## src/rtl/core/skh_pkg.sv

```systemverilog
// Shared types, constants and round functions for the keyed SHA-256 block.
`timescale 1ns / 1ps
`default_nettype none

package skh_pkg;

  localparam int NumRounds = 64;
  localparam int RoundW    = $clog2(NumRounds);
  localparam int WordW     = 32;
  localparam int NumSecret = 4;
  localparam int CfgAddrW  = $clog2(NumSecret) + 3;
  localparam int MsgWords  = 4;
  localparam int DigWords  = 8;

  typedef logic [WordW-1:0] word_t;

  typedef struct packed {
    logic              load;
    logic              round_en;
    logic              out_load;
    logic [RoundW-1:0] round_idx;
  } skh_cmd_t;

  localparam word_t PadWord = 32'h8000_0000;
  localparam word_t LenWord = 32'h0000_0180;

  localparam word_t RoundK [NumRounds] = '{
    32'h428a2f98, 32'h71374491, 32'hb5c0fbcf, 32'he9b5dba5,
    32'h3956c25b, 32'h59f111f1, 32'h923f82a4, 32'hab1c5ed5,
    32'hd807aa98, 32'h12835b01, 32'h243185be, 32'h550c7dc3,
    32'h72be5d74, 32'h80deb1fe, 32'h9bdc06a7, 32'hc19bf174,
    32'he49b69c1, 32'hefbe4786, 32'h0fc19dc6, 32'h240ca1cc,
    32'h2de92c6f, 32'h4a7484aa, 32'h5cb0a9dc, 32'h76f988da,
    32'h983e5152, 32'ha831c66d, 32'hb00327c8, 32'hbf597fc7,
    32'hc6e00bf3, 32'hd5a79147, 32'h06ca6351, 32'h14292967,
    32'h27b70a85, 32'h2e1b2138, 32'h4d2c6dfc, 32'h53380d13,
    32'h650a7354, 32'h766a0abb, 32'h81c2c92e, 32'h92722c85,
    32'ha2bfe8a1, 32'ha81a664b, 32'hc24b8b70, 32'hc76c51a3,
    32'hd192e819, 32'hd6990624, 32'hf40e3585, 32'h106aa070,
    32'h19a4c116, 32'h1e376c08, 32'h2748774c, 32'h34b0bcb5,
    32'h391c0cb3, 32'h4ed8aa4a, 32'h5b9cca4f, 32'h682e6ff3,
    32'h748f82ee, 32'h78a5636f, 32'h84c87814, 32'h8cc70208,
    32'h90befffa, 32'ha4506ceb, 32'hbef9a3f7, 32'hc67178f2
  };

  localparam word_t InitHash [DigWords] = '{
    32'h6a09e667, 32'hbb67ae85, 32'h3c6ef372, 32'ha54ff53a,
    32'h510e527f, 32'h9b05688c, 32'h1f83d9ab, 32'h5be0cd19
  };

  function automatic word_t big_sigma0(input word_t x);
    return {x[1:0], x[31:2]} ^ {x[12:0], x[31:13]} ^ {x[21:0], x[31:22]};
  endfunction

  function automatic word_t big_sigma1(input word_t x);
    return {x[5:0], x[31:6]} ^ {x[10:0], x[31:11]} ^ {x[24:0], x[31:25]};
  endfunction

  function automatic word_t small_sigma0(input word_t x);
    return {x[6:0], x[31:7]} ^ {x[17:0], x[31:18]} ^ (x >> 3);
  endfunction

  function automatic word_t small_sigma1(input word_t x);
    return {x[16:0], x[31:17]} ^ {x[18:0], x[31:19]} ^ (x >> 10);
  endfunction

endpackage

`default_nettype wire

```

## src/rtl/core/skh_ctrl.sv

```systemverilog
// Controller: handshakes, round counter and sequencing of the datapath.
`timescale 1ns / 1ps
`default_nettype none

module skh_ctrl
  import skh_pkg::*;
(
  input  wire logic clk,
  input  wire logic rst_n,
  input  wire logic in_tvalid,
  output logic      in_tready,
  output logic      out_tvalid,
  input  wire logic out_tready,
  output skh_cmd_t  cmd
);

  localparam logic [1:0] StIdle  = 2'd0;
  localparam logic [1:0] StRound = 2'd1;
  localparam logic [1:0] StFinal = 2'd2;

  logic [1:0]        state_r, state_nxt;
  logic [RoundW-1:0] cnt_r, cnt_nxt;
  logic              oval_r, oval_nxt;
  logic              out_free;

  assign out_free      = !oval_r || out_tready;
  assign in_tready     = (state_r == StIdle);
  assign out_tvalid    = oval_r;
  assign cmd.load      = in_tvalid && in_tready;
  assign cmd.round_en  = (state_r == StRound);
  assign cmd.out_load  = (state_r == StFinal) && out_free;
  assign cmd.round_idx = cnt_r;

  always_comb begin
    state_nxt = state_r;
    cnt_nxt   = cnt_r;
    unique case (state_r)
      StIdle: begin
        if (cmd.load) begin
          state_nxt = StRound;
          cnt_nxt   = '0;
        end
      end
      StRound: begin
        cnt_nxt = cnt_r + RoundW'(1);
        if (cnt_r == RoundW'(NumRounds - 1)) begin
          state_nxt = StFinal;
        end
      end
      StFinal: begin
        if (out_free) begin
          state_nxt = StIdle;
        end
      end
      default: begin
        state_nxt = StIdle;
      end
    endcase
  end

  always_comb begin
    oval_nxt = oval_r;
    if (cmd.out_load) begin
      oval_nxt = 1'b1;
    end else if (out_tready) begin
      oval_nxt = 1'b0;
    end
  end

  always_ff @(posedge clk) begin
    if (!rst_n) begin
      state_r <= StIdle;
      cnt_r   <= '0;
      oval_r  <= 1'b0;
    end else begin
      state_r <= state_nxt;
      cnt_r   <= cnt_nxt;
      oval_r  <= oval_nxt;
    end
  end

endmodule

`default_nettype wire

```

## src/rtl/core/skh_datapath.sv

```systemverilog
// Datapath: message schedule window, working variables, round logic and result register.
`timescale 1ns / 1ps
`default_nettype none

module skh_datapath
  import skh_pkg::*;
(
  input  wire logic                         clk,
  input  wire skh_cmd_t                     cmd,
  input  wire word_t [DigWords-1:0]         secret,
  input  wire logic [MsgWords*WordW-1:0]    msg,
  output logic [DigWords*WordW-1:0]         digest
);

  word_t [15:0]                w_r, w_nxt;
  word_t [DigWords-1:0]        v_r, v_nxt;
  logic [DigWords*WordW-1:0]   out_r, out_nxt;
  word_t                       w_new, ch, maj, t1, t2;

  assign digest = out_r;

  always_comb begin
    w_new = w_r[0] + small_sigma0(w_r[1]) + w_r[9] + small_sigma1(w_r[14]);
    ch    = (v_r[4] & v_r[5]) ^ (~v_r[4] & v_r[6]);
    maj   = (v_r[0] & v_r[1]) ^ (v_r[0] & v_r[2]) ^ (v_r[1] & v_r[2]);
    t1    = v_r[7] + big_sigma1(v_r[4]) + ch + w_r[0] + RoundK[cmd.round_idx];
    t2    = big_sigma0(v_r[0]) + maj;
  end

  always_comb begin
    w_nxt   = w_r;
    v_nxt   = v_r;
    out_nxt = out_r;
    if (cmd.load) begin
      for (int i = 0; i < DigWords; i++) begin
        w_nxt[i] = secret[i];
        v_nxt[i] = InitHash[i];
      end
      for (int i = 0; i < MsgWords; i++) begin
        w_nxt[DigWords+i] = msg[i*WordW +: WordW];
      end
      w_nxt[12] = PadWord;
      w_nxt[13] = '0;
      w_nxt[14] = '0;
      w_nxt[15] = LenWord;
    end else if (cmd.round_en) begin
      for (int i = 0; i < 15; i++) begin
        w_nxt[i] = w_r[i+1];
      end
      w_nxt[15] = w_new;
      v_nxt[7]  = v_r[6];
      v_nxt[6]  = v_r[5];
      v_nxt[5]  = v_r[4];
      v_nxt[4]  = v_r[3] + t1;
      v_nxt[3]  = v_r[2];
      v_nxt[2]  = v_r[1];
      v_nxt[1]  = v_r[0];
      v_nxt[0]  = t1 + t2;
    end
    if (cmd.out_load) begin
      for (int i = 0; i < DigWords; i++) begin
        out_nxt[i*WordW +: WordW] = v_r[i] + InitHash[i];
      end
    end
  end

  always_ff @(posedge clk) begin
    w_r   <= w_nxt;
    v_r   <= v_nxt;
    out_r <= out_nxt;
  end

endmodule

`default_nettype wire

```

## src/rtl/core/sha256_fixed_block_keyed_hash_top.sv

```systemverilog
// Top level: keyed SHA-256 over one fixed block, with secret registers on an APB-style port.
`timescale 1ns / 1ps
`default_nettype none

// Each input word carries a 128-bit message; the block hashes one 512-bit block made of the
// 256-bit secret (registers at byte addresses 0, 8, 16, 24, word 2i in the upper half), the
// message, the standard padding and a bit length of 384, and returns the eight digest words.
// One round runs per cycle in a single round unit. A word passes through the load, 64 rounds and
// the final add, and no new word is taken before the previous one has finished. A finished
// result waits in the output register, and the next word is accepted meanwhile; only the final
// add waits for that register to free up. Write the secret only while the block is idle.
module sha256_fixed_block_keyed_hash_top
  import skh_pkg::*;
(
  input  wire logic                clk,
  input  wire logic                rst_n,
  // message_word_0 .. message_word_3, 32 bits each, from bit 0 up
  input  wire logic [127:0]        in_tdata,
  input  wire logic                in_tvalid,
  output logic                     in_tready,
  // digest_word_0 .. digest_word_7, 32 bits each, from bit 0 up
  output logic [255:0]             out_tdata,
  output logic                     out_tvalid,
  input  wire logic                out_tready,
  input  wire logic                cfg_psel,
  input  wire logic                cfg_penable,
  input  wire logic                cfg_pwrite,
  input  wire logic [CfgAddrW-1:0] cfg_paddr,
  input  wire logic [63:0]         cfg_pwdata,
  output logic [63:0]              cfg_prdata,
  output logic                     cfg_pready
);

  logic [63:0]          secret_r [NumSecret];
  word_t [DigWords-1:0] secret_w;
  logic                 cfg_wr;
  logic [1:0]           cfg_idx;
  skh_cmd_t             cmd;

  assign cfg_pready = 1'b1;
  assign cfg_wr     = cfg_psel && cfg_penable && cfg_pwrite && cfg_pready;
  assign cfg_idx    = cfg_paddr[CfgAddrW-1:3];
  assign cfg_prdata = secret_r[cfg_idx];

  always_ff @(posedge clk) begin
    if (!rst_n) begin
      for (int i = 0; i < NumSecret; i++) begin
        secret_r[i] <= '0;
      end
    end else if (cfg_wr) begin
      secret_r[cfg_idx] <= cfg_pwdata;
    end
  end

  always_comb begin
    for (int i = 0; i < NumSecret; i++) begin
      secret_w[2*i]   = secret_r[i][63:32];
      secret_w[2*i+1] = secret_r[i][31:0];
    end
  end

  skh_ctrl u_ctrl (
    .clk        (clk),
    .rst_n      (rst_n),
    .in_tvalid  (in_tvalid),
    .in_tready  (in_tready),
    .out_tvalid (out_tvalid),
    .out_tready (out_tready),
    .cmd        (cmd)
  );

  skh_datapath u_datapath (
    .clk    (clk),
    .cmd    (cmd),
    .secret (secret_w),
    .msg    (in_tdata),
    .digest (out_tdata)
  );

  // busy right after a word is taken
  a_busy_after_accept: assert property (@(posedge clk) disable iff (!rst_n)
    in_tvalid && in_tready |=> !in_tready)
    else $error("input ready while a word is in flight");

  // with the output register empty, the result shows up after a fixed latency
  a_fixed_latency: assert property (@(posedge clk) disable iff (!rst_n)
    in_tvalid && in_tready && !out_tvalid |-> ##66 out_tvalid)
    else $error("result missing after 66 cycles");

  // the schedule load never coincides with the round update or the output update
  a_cmd_exclusive: assert property (@(posedge clk) disable iff (!rst_n)
    cmd.load |-> !cmd.round_en && !cmd.out_load)
    else $error("load overlaps round or output update");

endmodule

`default_nettype wire
```

## config.mk

```make
export PLATFORM = sky130hd
export DESIGN_NAME = sha256_fixed_block_keyed_hash_top
export DESIGN_NICKNAME = d
export VERILOG_FILES = /design/src/rtl/core/skh_pkg.sv /design/src/rtl/core/skh_ctrl.sv /design/src/rtl/core/skh_datapath.sv /design/src/rtl/core/sha256_fixed_block_keyed_hash_top.sv
export SDC_FILE = /design/constraint.sdc
export NUM_CORES = 2
export LEC_CHECK = 0
export BUFFER_PORTS_ARGS = -buffer_cell sky130_fd_sc_hd__buf_4
export CAP_MARGIN = 20
export CORE_UTILIZATION = 32
export CTS_CLUSTER_DIAMETER = 120
export DETAILED_ROUTE_END_ITERATION = 10
export PLACE_DENSITY_LB_ADDON = 0.3
export SLEW_MARGIN = 0
export SYNTH_ARGS = -nofsm -noshare
export SYNTH_HDL_FRONTEND = slang
export SYNTH_SLANG_ARGS = --single-unit
```

## constraint.sdc

```tcl
create_clock -name clk -period 16.3 [get_ports clk]
set_input_delay 2.445 -clock clk [delete_from_list [all_inputs] [get_ports clk]]
set_output_delay 2.445 -clock clk [all_outputs]
set_load 0.02 [all_outputs]
```

==> flow_summary.yaml <==
status:
  outcome: "complete, but fails checks"
  violations: "design-rule violations"
synth:
  ys_warn_count: 0
  synthDistinctLibCells: 99
  yosysMostFrequentCell: "nand2_1"
  synth_nets: 7394
  synth.avg_cell_area_sq_um: 10.0
  synth.top_cell.area_share_pct: 39.2
  yosysSeqAreaShare_pct: 50.7
  syn_area_sq_mm: 0.0686
  async_flop_share_pct: 0
  ys.flop_type: "edfxtp_1"
  synth.largest_area_cell: "edfxtp_1"
  netlist_top_cells_area: "edfxtp_1 39%, dfxtp_1 11%, nand2_1 9.5%"
  synth_edf_count: 896
  synth_seq_cells: 1289
  synthCells: 6850
  yosys-top-cells-count: "1,744 x nand2_1, 896 x edfxtp_1, 405 x o21ai_0"
die:
  fp.dieW_microns: 465
  fp-row-count: 169
  die-area_sq_mm: 0.216
  initial_core_util_pct: 32.3
  core_sq_mm: 0.213
  pin_count: 527
  die_h_microns: 465
detailed_routing:
  dr.first_iter.drc_count: 4746
  antenna_left: 0
  avgRoutedWirePerCell_microns: 23.9
  via_per_inst: 5.04
  route.vias.total: 51025
  first_pass_iters: 10
  drc: 82
  totalWireLength_microns: 242000
placement:
  io_buffers: 522
  gp_congestion: 0.928
  hpwlAfterDp_microns: 174000
hold_path:
  worst_hold_path.endpoint: "u_datapath.w_r[511]$_SDFFE_PP0P_"
  min_path_type: "register to register"
  whs_path_depth: 2
  holdCritStartpoint: "u_datapath.w_r[511]$_SDFFE_PP0P_"
grt:
  grt_pass1_wl_microns: 346000
  grt_antenna_before_repair: 25
  grt_usage_pct: 21.8
  grt_max_degree: 233
  gr-total-overflow: 0
  grt_pass1_vias: 49414
critical_path:
  worstSetupStartpointType: "register"
  worstPathRequired_ps: 16960
  slowest_delay_ps: 640
  worstSetupPathType: "register to register"
  reg2reg_from: "u_ctrl.cnt_r[1]$_SDFFE_PN0P_"
  crit_arrival_ps: 11250
  crit_top_cell: "fa_1"
  r2r_slack_ps: 5710
  path_max_fanout: 20
  reg2reg_to: "u_datapath.v_r[31]$_SDFFE_PP0P_"
  timing.critical_path.slowest_stage_cell: "ha_1"
  end_kind: "register"
  reg2regPathDepth: 37
sta:
  rsz0062_at_grt: "false"
  fmax_ghz: 0.0944
  skew_ps: 48.7
  post-route-min-period_ps: 10590
  setup_viol: 0
  hold_viol: 0
  maxSlewHeadroom_pct: 13.8
  report.final.slew_viol_count: 0
  min_period_over_period_pct: 65.0
  worstMarginPinSlew_ps: 1290
  finalSetupTns_ps: 0
final_layout:
  fin_nets: 7697
  fillers: 21276
  layout-drive-gt1-share_pct: 12.9
  syn2layout_area_growth_pct: 16.6
clock_tree:
  hold_buffers: 0
  post_cts.repair.setup_buffers: 0
  cts_made_buffers: 147
  cts_resized: 0
  clock_sinks: 1289
  clk_latency_ps: 830
  clockBufferDepth: 3
  cts_tree: "yes"
  h-tree-depth: 4
  cts_root_buffer: "clkbuf_16"
  cts.clk_slew.worst_paths_ps: 70
run:
  cap_violations: 0
-- critical path, delay by kind of cell (launching register included) --
kind,cells,cell delay (ps)
flops,1,300
simple gates,7,1040
buf+inv,6,1330
xor+xnor,1,140
compound gates,15,3880
fa+ha+maj,8,3710
-- area by class of cell --
class                           count  area, sq um  share of cell area, %
Sequential cell                  1289        34800                   43.5
Multi-Input combinational cell   4855        31200                   39.1
Timing Repair Buffer              589         4500                   5.63
Clock buffer                      206         4080                   5.10
Tap cell                         2821         3530                   4.42
Inverter                          271         1020                   1.28
Clock inverter                     62          744                  0.931
Antenna cell                       24         60.1                 0.0751
-- logic make-up (layout without fill, tap and decap cells) --
kind of cell / Yosys count / count (layout) / share of synthesized area (%)
and+or+nand+nor: 2681 / 2681 / 16.6
DFF: 1289 / 1289 / 50.7
AOI/OAI and AO/OA: 1136 / 1136 / 10.0
buffers and inverters: 706 / 1128 / 3.89
xor gates and xnor gates: 581 / 581 / 7.44
adders and majority gates: 343 / 343 / 8.30
muxes: 113 / 113 / 3.01
other: 1 / 25 / 0.00547
-- per-layer routing --
metal | track usage, % | vias to the layer above | routed length (microns)
met3 | 4.30 | 342 | 16100
met4 | 8.03 | 34 | 8100
met1 | 29.3 | 25177 | 105000
met5 | 0 | - | 214
li1 | - | 23774 | -
met2 | 34.8 | 1698 | 112000
-- state kept, by name, indices dropped and copies added (netlist names) --
| register | count |
|---|---|
| u_ctrl.out_tvalid | 1 |
| u_ctrl.state_r | 2 |
| secret_r | 256 |
| u_datapath.v_r | 256 |
| u_ctrl.cnt_r | 6 |
| u_datapath.digest | 256 |
| u_datapath.w_r | 512 |
-- placed cells by master (no fill, tap or decap), types with 39 or more instances in the layout --
master | netlist | routed
inv_1 | 267 | 265
nand3_1 | 65 | 65
edfxtp_1 | 896 | 896
nor3_1 | 61 | 60
dfxtp_1 | 393 | 389
fa_1 | 187 | 187
o21ai_0 | 405 | 404
buf_4 | 1 | 583
mux4_2 | 73 | 73
clkbuf_1 | 390 | 44
a21oi_1 | 309 | 309
nor2_1 | 389 | 387
and2_1 | 261 | 260
a21o_1 | 91 | 91
nand2_1 | 1744 | 1743
clkbuf_16 | 0 | 151
xnor2_1 | 386 | 386
o21a_1 | 39 | 39
ha_1 | 153 | 153
a31oi_1 | 46 | 46
xor2_1 | 194 | 194
-- worst max path at each step --
stage / start / endpoint / slack, ps / depth (start not counted)
2_1_floorplan: in_tvalid / u_datapath.w_r[0]$_DFFE_PP_ / 1530 / 6
3_3_place_gp: u_ctrl.cnt_r[1]$_SDFFE_PN0P_ / u_datapath.v_r[29]$_SDFFE_PP1P_ / 5800 / 37
3_5_place_dp: u_ctrl.cnt_r[1]$_SDFFE_PN0P_ / u_datapath.v_r[31]$_SDFFE_PP0P_ / 5880 / 37
4_1_cts: u_ctrl.cnt_r[1]$_SDFFE_PN0P_ / u_datapath.v_r[31]$_SDFFE_PP0P_ / 5820 / 37
5_1_grt: u_ctrl.cnt_r[1]$_SDFFE_PN0P_ / u_datapath.v_r[27]$_SDFFE_PP1P_ / 5140 / 36
6_report: u_ctrl.cnt_r[1]$_SDFFE_PN0P_ / u_datapath.v_r[31]$_SDFFE_PP0P_ / 5710 / 37
-- metrics by stage --
| step | util (%) | hold slack, ps | instance area, sq um | setup slack (ps) | std cells |
|---|---|---|---|---|---|
| floorplan | - | 420 | 68600 | 1530 | 6850 |
| global placement | 35.3 | 432 | 75000 | 5800 | 9825 |
| detailed placement | 35.3 | 442 | 75000 | 5880 | 9825 |
| CTS | 37.6 | 452 | 79900 | 5820 | 10093 |
| global route | 37.6 | 473 | 79900 | 5140 | 10115 |
| finish | 37.6 | 451 | 79900 | 5710 | 10117 |
Power is left out: the tool's default activity adds up to more than one toggle a clock period on the data nets, which glitch-free logic cannot reach.
